$ cat src/hdl/gct_pkg.sv
// Shared types, widths and constants for the great-circle travel time block.
// Holds the CORDIC arctangent table and the structs passed between the cells.
// No dependencies.
package gct_pkg;

  // Widths of the datapath.
  localparam int CW     = 34;  // CORDIC x, y and z, signed Q30
  localparam int SPD_W  = 26;  // ground speed, Q10.16
  localparam int AQ_W   = 31;  // haversine term a, Q30 in [0, 1]
  localparam int SV_W   = 61;  // square root radicand
  localparam int SR_W   = 62;  // square root work register
  localparam int ZQ_W   = 31;  // clamped central half angle, Q30
  localparam int RAD_W  = 24;  // sphere radius in metres
  localparam int NUM_W  = 56;  // dividend, radius times angle
  localparam int DEN_W  = 32;  // divisor, speed shifted by six
  localparam int TIME_W = 40;  // travel time, Q32.8

  localparam int TAB_LEN    = 40;
  localparam int SQRT_STEPS = 31;  // radicand never exceeds 2^60

  localparam logic [CW-1:0]     K_GAIN   = CW'(652032874);
  localparam logic [34:0]       K_PI     = 35'd3373259426;
  localparam logic [34:0]       K_HALFPI = 35'd1686629713;
  localparam logic [AQ_W-1:0]   K_ONE    = AQ_W'(1073741824);
  localparam logic [TIME_W-1:0] TIME_MAX = '1;

  // Arctangent of 2^-i, truncated to Q30.
  localparam logic [31:0] ATAN_TAB [TAB_LEN] = '{
    32'd843314856, 32'd497837829, 32'd263043836, 32'd133525158, 32'd67021686,
    32'd33543515, 32'd16775850, 32'd8388437, 32'd4194282, 32'd2097149,
    32'd1048575, 32'd524287, 32'd262143, 32'd131071, 32'd65535,
    32'd32767, 32'd16383, 32'd8191, 32'd4095, 32'd2047,
    32'd1023, 32'd511, 32'd255, 32'd127, 32'd63,
    32'd31, 32'd15, 32'd7, 32'd3, 32'd1,
    32'd0, 32'd0, 32'd0, 32'd0, 32'd0, 32'd0, 32'd0, 32'd0, 32'd0, 32'd0
  };

  // Four rotation lanes: half latitude and longitude differences, two latitudes.
  typedef struct packed {
    logic [3:0][CW-1:0] x;
    logic [3:0][CW-1:0] y;
    logic [3:0][CW-1:0] z;
    logic [3:0]         flip;
    logic [SPD_W-1:0]   speed;
  } gct_rot_t;

  // Two square root lanes: sqrt(a) and sqrt(1 - a).
  typedef struct packed {
    logic [1:0][SV_W-1:0] v;
    logic [1:0][SR_W-1:0] r;
    logic [SPD_W-1:0]     speed;
  } gct_sqrt_t;

  // Vectoring CORDIC for atan2.
  typedef struct packed {
    logic [CW-1:0]    x;
    logic [CW-1:0]    y;
    logic [CW-1:0]    z;
    logic [SPD_W-1:0] speed;
  } gct_vec_t;

  // Restoring divider: partial remainder, dividend turning into quotient.
  typedef struct packed {
    logic [DEN_W-1:0] rem;
    logic [NUM_W-1:0] num;
    logic [DEN_W-1:0] den;
  } gct_div_t;

endpackage

$ cat src/hdl/gct_div_cell.sv
// One restoring division cell producing one quotient bit.
// Depends on gct_pkg.
module gct_div_cell (
  input  logic             clk_i,
  input  gct_pkg::gct_div_t in_i,
  output gct_pkg::gct_div_t out_o
);
  import gct_pkg::*;

  gct_div_t cell_d, cell_q;

  // Bring down the next dividend bit and subtract the divisor if it fits.
  always_comb begin
    logic [DEN_W:0] part;
    logic           qbit;
    part = {in_i.rem, in_i.num[NUM_W-1]};
    qbit = (part >= {1'b0, in_i.den});
    if (qbit) begin
      part = part - {1'b0, in_i.den};
    end
    cell_d.rem = part[DEN_W-1:0];
    cell_d.num = {in_i.num[NUM_W-2:0], qbit};
    cell_d.den = in_i.den;
  end

  always_ff @(posedge clk_i) begin
    cell_q <= cell_d;
  end

  assign out_o = cell_q;

endmodule

$ cat config.mk
export PLATFORM = sky130hd
export DESIGN_NAME = gct_div_cell
export DESIGN_NICKNAME = d
export VERILOG_FILES = /design/src/hdl/gct_pkg.sv /design/src/hdl/gct_div_cell.sv
export SDC_FILE = /design/constraint.sdc
export NUM_CORES = 1
export LEC_CHECK = 0
export ABC_AREA = 1
export BUFFER_PORTS_ARGS = -buffer_cell sky130_fd_sc_hd__buf_2
export CORE_ASPECT_RATIO = 1.25
export CORE_MARGIN = 5
export CORE_UTILIZATION = 48
export CTS_CLUSTER_SIZE = 28
export DETAILED_ROUTE_END_ITERATION = 10
export HOLD_SLACK_MARGIN = 0.02
export MAX_ROUTING_LAYER = met4
export PLACE_DENSITY = 0.92
export SLEW_MARGIN = 15
export SYNTH_ARGS = -nofsm -noshare
export SYNTH_HDL_FRONTEND = slang
export SYNTH_SLANG_ARGS = --single-unit
$ cat constraint.sdc
create_clock -name clk_i -period 2.3 [get_ports clk_i]
set_input_delay 0.46 -clock clk_i [delete_from_list [all_inputs] [get_ports clk_i]]
set_output_delay 0.46 -clock clk_i [all_outputs]
set_load 0.01 [all_outputs]
Yosys cells after proc, flatten, opt, wreduce, memory -nomap -nowiden
Index checks and enable logic that the tools add are counted.

Input port bits: 121. Output and inout bits: 120. Logic and storage cells: 6. Register bits after elaboration: 120.

Multiplexer cells: 1. $lt $le $gt $ge: 1. $add $sub $neg: 1.

Operators with widths (number): $ge A33 B32 Y1 (1); $mux W32 (1); $sub A32 B32 Y32 (1).

Logic depth before layout (Yosys ltp)
Gate-level depths: netlist of the first run.

Depth in word-level cells: 2. Gate-level depth with buffers: 16. Gate-level depth less buffers: 14.

Least setup slack after synthesis of the first run
Ideal clock, no wire load.

Path kind: input port to flip-flop. Start: in in_i[87] (netlist bit). End: reg cell_q (netlist bit out_o[104]). Data arrival time: 1.803 ns. Slack: 0.385 ns. Stages: 13. Setup time: 0.112 ns. Required time: 2.188 ns. Path through: inv_1 > ha_1 > fa_1 > inv_1 > nand3_1 > nand3_1 > nand2_1 > nand3_1 > nand3_1 > nand2_1 > nand2_1 > nand3_2 > nand2_1.

RTL lines: start: declaration (RTL line gct_div_cell.sv:5) `input gct_pkg::gct_div_t in_i,`; end signal: assignment (RTL line gct_div_cell.sv:27) `cell_q <= cell_d;`; end: declaration (RTL line gct_div_cell.sv:10) `gct_div_t cell_d, cell_q;`.

==> results of run 1 <==
-- how the worst max path moves through the flow --
| stage | cells past startpoint | end | start | slack (ns) |
|---|---|---|---|---|
| 2_1_floorplan | 13 | out_o[104] | in_i[87] | 0.38 |
| 3_3_place_gp | 13 | out_o[116] | in_i[0] | -0.03 |
| 3_5_place_dp | 13 | out_o[116] | in_i[0] | -0.08 |
| 4_1_cts | 13 | out_o[103] | in_i[13] | 0.35 |
| 5_1_grt | 13 | out_o[108] | in_i[0] | 0.22 |
| 6_report | 13 | out_o[116] | in_i[0] | 0.32 |
-- cell usage after synthesis, drive strengths merged --
cell type,number,area [um^2]
ha,32,400
dfxtp,120,2400
o21ai,2,10.0
and2,8,50.1
nand3,68,420
nor2,40,170
nand4,2,12.5
fa,1,20.0
inv,152,571
nand3b,10,75.1
buf,10,81.3
nor3,8,50.1
xnor2,1,8.76
xor2,13,114
nand2,282,1090
a21oi,21,105
or2,1,6.26
o21bai,1,7.51
-- metrics by stage --
stage	cells	setup WS, ns	setup TNS, ns
6_report	1210	0.324	0
5_1_grt	1210	0.223	0
4_1_cts	1210	0.348	0
3_5_place_dp	1178	-0.0756	-0.182
3_3_place_gp	1178	-0.0333	-0.0598
2_1_floorplan	772	0.385	0
-- power by group --
group,total (mW),switching [mW],internal [mW]
sequential,2.32,0.0482,2.28
combinational,1.36,0.806,0.552
clock,2.46,0.974,1.48
total,6.14,1.83,4.31
-- logic make-up (layout without fill, tap and decap cells) --
logic type	count (synthesis)	after routing	share of synthesized area [%]
compound gates	24	24	2.19
xor+xnor	14	14	2.19
fa+ha+maj	33	33	7.51
buf+inv	162	462	11.6
flops	120	120	42.9
simple gates	419	419	33.5
-- critical path: stages --
cell and delay, ns:
buf_2 0.11, ha_1 0.23, fa_1 0.41, inv_1 0.14, nand3_1 0.08, nand3_1 0.17
nand3_1 0.10, nand2_1 0.20, nand2_1 0.12, nand2_1 0.08, nand2_1 0.05, nand3_2 0.07
nand2_1 0.07
-- cell type report --
type                       instances  area share [%]
clock buffer                      18            5.52
sequential                       120            30.9
inverter                         152            7.33
multi-input combinational        490            32.7
tap                              138            2.22
timing repair buffer             278            19.7
clock inverter                    14            1.62
-- metal layers --
layer	up-vias	GRT usage [%]
li1	2910	-
met1	2582	25.7
met2	209	51.3
met3	53	7.27
met4	0	11.1
met5	-	-
-- cells in the final DEF, fill, tap and decap left out, drive strengths merged, types with 2 or more instances in the layout --
cell type and count:
a21oi 21, and2 8, buf 278, clkbuf 18, clkinv 6, clkinvlp 5, dfxtp 120, ha 32
inv 154, nand2 282, nand3 68, nand3b 10, nand4 2, nor2 40, nor3 8, o21ai 2
xor2 13
==> metrics, run 1 <==
maximum root-to-sink buffer count=2; Num CTS Buffers=17; Finished Cell Area=between 7000 and 8000 um^2; register clock-pin slew on the reported worst setup and hold paths=about 0.060 ns; DIE HEIGHT=about 130 um; vias in the first global route=~5800; area delta synth->final=39.0%; hold buffer count at CTS=0; Highest Signal Layer=met4; WP data required=roughly 2.6 ns; initial antenna violation count=0; Min-Delay Endpoint=out_o[85]; Worst-Margin Slew=0.296 ns; Synth Register Bits=120; first-pass GRT wire length=approximately 28 mm; CP max FO=3; Tot Pwr=6.14 mW; Final setup viols=0; Yosys warning total=0; Critical Path AT=2.28 ns; Die Wd=107 um; hpwl dp=around 15 mm; static leakage=approximately 4.6 nW; clock sinks=120; post-synthesis sequential area ratio=42.9%; Initial Util=48.6%; crit share post-route=between 80% and 90%; Root Buffer=clkbuf_16; fill count=994; status=complete, no violations; fin crit period=between 1.5 and 2 ns; Mapped Area=about 5600 um^2; Min-Delay Startpoint=in_i[84]; Die Area=~14000 um^2; Max Slew Vio Count=0; Mapped Avg Cell Area=around 7.2 um^2; Core ar.=~12000 um^2; Detail Route Antenna Nets=0; cell count after synthesis=772; IO buf count=between 200 and 250; H-tree depth=4; layout cells sized above 1=about a third; Yosys cell types=29; pin count of the biggest net entering global routing=26; initial DRC count=roughly 290; cell row count=44; # nets final=1213; maximum achievable frequency=a little over 500 MHz; wire length per cell=approximately 15 um; residual DRC count=0; hold crit path type=input port to register; RSZ-0062 raised after global routing=false; syn_nets=between 900 and 1000; Power per Cell Area=just under 800 nW/um^2; Pre-antenna DRT Iters=4; Ports=241; Max-Cap Viols=0; Seq. cell area=2400 um^2; footprint of the multi-input gates=between 2000 and 3000 um^2; count of final hold-check violations=0; global route total overflow=0; All-Layer GR Usage=between 20% and 30%; Post-Route WL=18.4 mm; Post-CTS Resized=0; Core Util, Final=between 60% and 70%; # diodes=0; Largest register FFs=120; startpoint types=input port; metal3 WL=1.23 mm; GPL Wtd Cong=roughly 1.0; Post-DP Area=between 7000 and 8000 um^2; Slew Limit Headroom=between 80% and 90%; vias per cell=approximately 4.8; Met1 Wirelength=between 6 and 7 mm; crit path kind=input port to register; WL met2=between 9 and 10 mm; Worst Hold Depth=1; DR vias=~5800; hold slack=approximately 0.14 ns; TritonCTS clock tree=done; Peak VDD IR=approximately 420 uV; post-CTS setup buffers=0; CP Capture Type=register
No activity file was read; power rests on OpenSTA's default activity.
==> run 2, diff against run 1 <==
--- a/config.mk
+++ b/config.mk
@@ -9,12 +9,12 @@
 export BUFFER_PORTS_ARGS = -buffer_cell sky130_fd_sc_hd__buf_2
 export CORE_ASPECT_RATIO = 1.25
 export CORE_MARGIN = 5
-export CORE_UTILIZATION = 48
+export CORE_UTILIZATION = 45
 export CTS_CLUSTER_SIZE = 28
 export DETAILED_ROUTE_END_ITERATION = 10
 export HOLD_SLACK_MARGIN = 0.02
 export MAX_ROUTING_LAYER = met4
-export PLACE_DENSITY = 0.92
+export PLACE_DENSITY = 0.87
 export SLEW_MARGIN = 15
 export SYNTH_ARGS = -nofsm -noshare
 export SYNTH_HDL_FRONTEND = slang
==> run 2 against run 1 <==
Net effect: sequential cell count unchanged; first-iteration DRC count is 32% lower; critical path depth is the same; clock power is 13% higher; highest routed layer unchanged; die area rose by 6.1%; non-clock buffer count is 9 lower; sequential share of layout area shrank 0.19 points; critical path type unchanged.
==> metrics, run 2 (synthesis results as in run 1) <==
Met1 Wirelength=between 6 and 7 mm; Slew Limit Headroom=roughly 74%; sw power=1.79 mW; All-Layer GR Usage=25.4%; cell row count=between 40 and 50; first-pass GRT wire length=27.5 mm; initial DRC count=between 150 and 200; register clock-pin slew on the reported worst setup and hold paths=0.05 ns; vias per cell=between 4 and 5; CP max FO=3; startpoint types=input port; Core ar.=between 10000 and 15000 um^2; Max Slew Vio Count=0; Ports=roughly 240; WL met2=about 9.5 mm; Final setup viols=0; area delta synth->final=39.9%; CP Capture Type=register; fill count=around 1100; footprint of the multi-input gates=roughly 2500 um^2; # nets final=around 1200; hpwl dp=between 10 and 15 mm; count of final hold-check violations=0; hold crit path type=input port to register; DIE HEIGHT=135 um; setup TNS=0 ns; Pre-antenna DRT Iters=4; Highest Signal Layer=met4; Post-Route WL=~18 mm; Worst-Margin Slew=~0.38 ns; maximum achievable frequency=between 500 and 600 MHz; Tot Pwr=approximately 6.4 mW; Clk network pwr share=43.3%; pin count of the biggest net entering global routing=20; Switching Share=~28%; metal3 WL=roughly 1.7 mm; Die Wd=~110 um; wire length per cell=approximately 15 um; RSZ-0062 raised after global routing=false; hold buffer count at CTS=0; global route total overflow=0; residual DRC count=0; GPL Wtd Cong=0.948; WP data required=between 2 and 3 ns; Die Area=14800 um^2; static leakage=between 4 and 5 nW; Root Buffer=clkbuf_16; Max-Cap Viols=0; H-tree depth=4; Worst Setup EP=out_o[104]; Core Util, Final=between 60 and 70%; Initial Util=46.0%; clock sinks=120; status=complete, no violations; IO buf count=240; TritonCTS clock tree=done; Largest register FFs=120; commonest non-fill, non-tap cell in the layout=nand2_1; post-CTS setup buffers=0; Crit. Startpoint=in_i[0]; maximum root-to-sink buffer count=2; combinational share of power=20.7%; crit share post-route=a little under nine tenths; Num CTS Buffers=17; fin crit period=just under 2 ns; Post-CTS Resized=0; Critical Path AT=2.30 ns; initial antenna violation count=2; Detail Route Antenna Nets=0; Seq. cell area=2400 um^2; layout cells sized above 1=a little under a third; internal power=between 4 and 5 mW; register share of total power=36.1%; Power per Cell Area=roughly 800 nW/um^2; vias in the first global route=approximately 5800; DR vias=roughly 5700; most frequent cells in the layout=nand2_1, buf_2, inv_1, dfxtp_1, nand3_1; crit path kind=input port to register; Peak VDD IR=roughly 480 uV
run 2: power groups by stage:
stage | Clock, mW | Sequential (mW) | Combinational, mW
after floorplan | 0 | 2.47 | 0.651
final | 2.79 | 2.33 | 1.33
after detailed placement | 0 | 2.37 | 1.34
after CTS | 2.83 | 2.33 | 1.35
after global placement | 0 | 2.36 | 1.31
after global routing | 2.94 | 2.34 | 1.49
run 2: worst min path at each step:
stage | from | to | slack [ns] | cells after the start
after floorplan | in_i[0] | out_o[0] | 0.49 | 0
after global placement | in_i[61] | out_o[62] | 0.56 | 1
after detailed placement | in_i[45] | out_o[46] | 0.56 | 1
after CTS | in_i[37] | out_o[38] | 0.13 | 1
after global routing | in_i[37] | out_o[38] | 0.13 | 1
final | in_i[59] | out_o[60] | 0.14 | 1
run 2: critical path: stages:
cell	delay [ns]
buf_2	0.11
ha_1	0.22
fa_1	0.41
inv_1	0.13
nand3_1	0.08
nand3_1	0.17
nand2_1	0.07
nand3_1	0.21
nand3_1	0.17
nand2_1	0.09
nand2_1	0.06
nand3_2	0.07
nand2_1	0.04
run 2: area by class of cell:
cell class,count,area share (%)
well taps,164,2.62
clock buffers,21,5.75
diodes,2,0.0639
multi-input cells,490,32.5
repair buffers,269,18.9
clock inverters,11,2.17
inverters,152,7.29
flip-flops and latches,120,30.7
run 2: per-stage QoR:
step | std cells | instance area (um^2) | hold WS, ns | setup slack [ns]
global placement | 1195 | 7200 | 0.562 | -0.0819
finish | 1229 | 7830 | 0.144 | 0.313
detailed placement | 1195 | 7200 | 0.564 | -0.0811
CTS | 1227 | 7820 | 0.128 | 0.349
floorplan | 772 | 5600 | 0.488 | 0.385
global route | 1229 | 7830 | 0.126 | 0.187
run 2: per-layer routing:
layer,vias up,global-route usage [%]
met3,52,8.23
met2,213,46.5
li1,2891,-
met4,0,12.1
met5,-,-
met1,2512,23.4
==> run 3, diff against run 2 <==
--- a/config.mk
+++ b/config.mk
@@ -6,15 +6,18 @@
 export NUM_CORES = 1
 export LEC_CHECK = 0
 export ABC_AREA = 1
+export ABC_CLOCK_PERIOD_IN_PS = 2300
 export BUFFER_PORTS_ARGS = -buffer_cell sky130_fd_sc_hd__buf_2
 export CORE_ASPECT_RATIO = 1.25
 export CORE_MARGIN = 5
 export CORE_UTILIZATION = 45
+export CTS_BUF_LIST = sky130_fd_sc_hd__clkbuf_4 sky130_fd_sc_hd__clkbuf_8
 export CTS_CLUSTER_SIZE = 28
 export DETAILED_ROUTE_END_ITERATION = 10
 export HOLD_SLACK_MARGIN = 0.02
 export MAX_ROUTING_LAYER = met4
 export PLACE_DENSITY = 0.87
+export SKIP_LAST_GASP = 1
 export SLEW_MARGIN = 15
 export SYNTH_ARGS = -nofsm -noshare
 export SYNTH_HDL_FRONTEND = slang
==> run 3 against run 2 <==
Net effect: highest routed layer unchanged; largest power group is now sequential cells; maximum frequency increased by 1.4%; final cell count unchanged; sequential power about the same; core utilization decreased by 1.5 points; sequential cell count unchanged; final area decreased by 2.3%; combinational power about the same.
==> metrics, run 3 (synthesis results as in run 1) <==
# nets final=between 1000 and 1500; clock sinks=120; Initial Util=46.0%; Worst-Margin Slew=around 0.41 ns; Post-CTS Resized=0; fin crit period=approximately 2.0 ns; crit path kind=input port to register; DIE HEIGHT=roughly 130 um; layout cells sized above 1=about a third; most frequent cells in the layout=nand2_1, buf_2, inv_1, dfxtp_1, nand3_1; WP data required=between 2 and 3 ns; hold crit path type=input port to register; Num CTS Buffers=17; Ports=241; count of final hold-check violations=0; crit share post-route=a little under nine tenths; maximum root-to-sink buffer count=2; CP Capture Type=register; vias per cell=4.55; commonest non-fill, non-tap cell in the layout=nand2_1; wire length per cell=roughly 15 um; Peak VDD IR=about 450 uV; Critical Path AT=approximately 2.3 ns; fill count=about 1100; Slew Limit Headroom=72.1%; global route total overflow=0; Detail Route Antenna Nets=0; Post-DP Area=between 7000 and 8000 um^2; Final Worst Setup Slack=0.340 ns; Die Wd=about 110 um; Non-Filler Instances=1229; Root Buffer=clkbuf_8; footprint of the multi-input gates=~2500 um^2; hold slack=0.119 ns; Tot Pwr=5.75 mW; dpl cells=between 1000 and 1500; Worst Hold Depth=1; RSZ-0062 raised after global routing=false; Max-Cap Viols=0; area delta synth->final=36.6%; Max Slew Vio Count=0; maximum achievable frequency=approximately 510 MHz; crit-path cells=buf_2 > ha_1 > fa_1 > inv_1 > nand3_1 > nand3_1 > nand2_1 > nand3_1 > nand3_1 > nand2_1 > nand2_1 > nand3_2 > nand2_1; Slowest cell on crit path=fa_1; Die Area=roughly 15000 um^2; Finished Cell Area=around 7600 um^2; post-CTS setup buffers=0; first-pass GRT wire length=~27 mm; H-tree depth=4; vias in the first global route=about 5700; TritonCTS clock tree=done; Final setup viols=0; Power per Cell Area=between 700 and 800 nW/um^2; Seq. cell area=around 2400 um^2; Pre-antenna DRT Iters=4; slowest stage delay, CP=slightly above 0.4 ns; IO buf count=240; GPL Wtd Cong=about 0.95; setup TNS=0 ns; initial DRC count=200; Core Util, Final=62.9%; register clock-pin slew on the reported worst setup and hold paths=roughly 0.07 ns; startpoint types=input port; Largest register FFs=between 100 and 150; Core ar.=12200 um^2; Post-Route WL=roughly 18 mm; CP max FO=3; DR vias=~5600; hpwl dp=14.9 mm; residual DRC count=0; static leakage=roughly 4.5 nW; worst slack at placement=-0.0811 ns; pin count of the biggest net entering global routing=20; status=complete, no violations; All-Layer GR Usage=24.9%; initial antenna violation count=2; cell row count=45; hold buffer count at CTS=0
## run 3: cell count changes in the layout (fill, tap and decap cells not counted)
cell,delta
clkbuf_1,-3
clkbuf_4,+3
clkbuf_8,+17
clkbuf_16,-17
## run 3: per-layer routing
metal	part of all wire, %	routed length [um]	global-route usage [%]	up-vias
li1	-	-	-	2885
met1	35	6340	22.8	2490
met2	53	9460	45.6	189
met3	9.3	1670	8.80	33
met4	2.5	451	10.7	0
met5	0	0	-	-
## run 3: final cells by class
cell class | instances | share of cell area, %
Multi-Input combinational cell | 490 | 33.2
Sequential cell | 120 | 31.4
Timing Repair Buffer | 269 | 19.4
Inverter | 152 | 7.46
Clock buffer | 21 | 3.53
Tap cell | 164 | 2.68
Clock inverter | 11 | 2.23
Antenna cell | 2 | 0.0654
## run 3: report_power, final
| group | switching [mW] | internal (mW) | total [mW] |
|---|---|---|---|
| clock network | 0.853 | 1.25 | 2.10 |
| registers | 0.0464 | 2.27 | 2.32 |
| logic | 0.789 | 0.542 | 1.33 |
| total | 1.69 | 4.06 | 5.75 |
## run 3: path summary, 6_finish.rpt
path,startpoint,to
worst max-delay path,in_i[0],out_o[104]
worst min-delay path,in_i[54],out_o[55]
## run 3: critical path, delay by kind of cell
kind	cells	cell delay [ns]
adders and majority gates	2	0.63
buffers and inverters	2	0.24
and+or+nand+nor	9	0.96
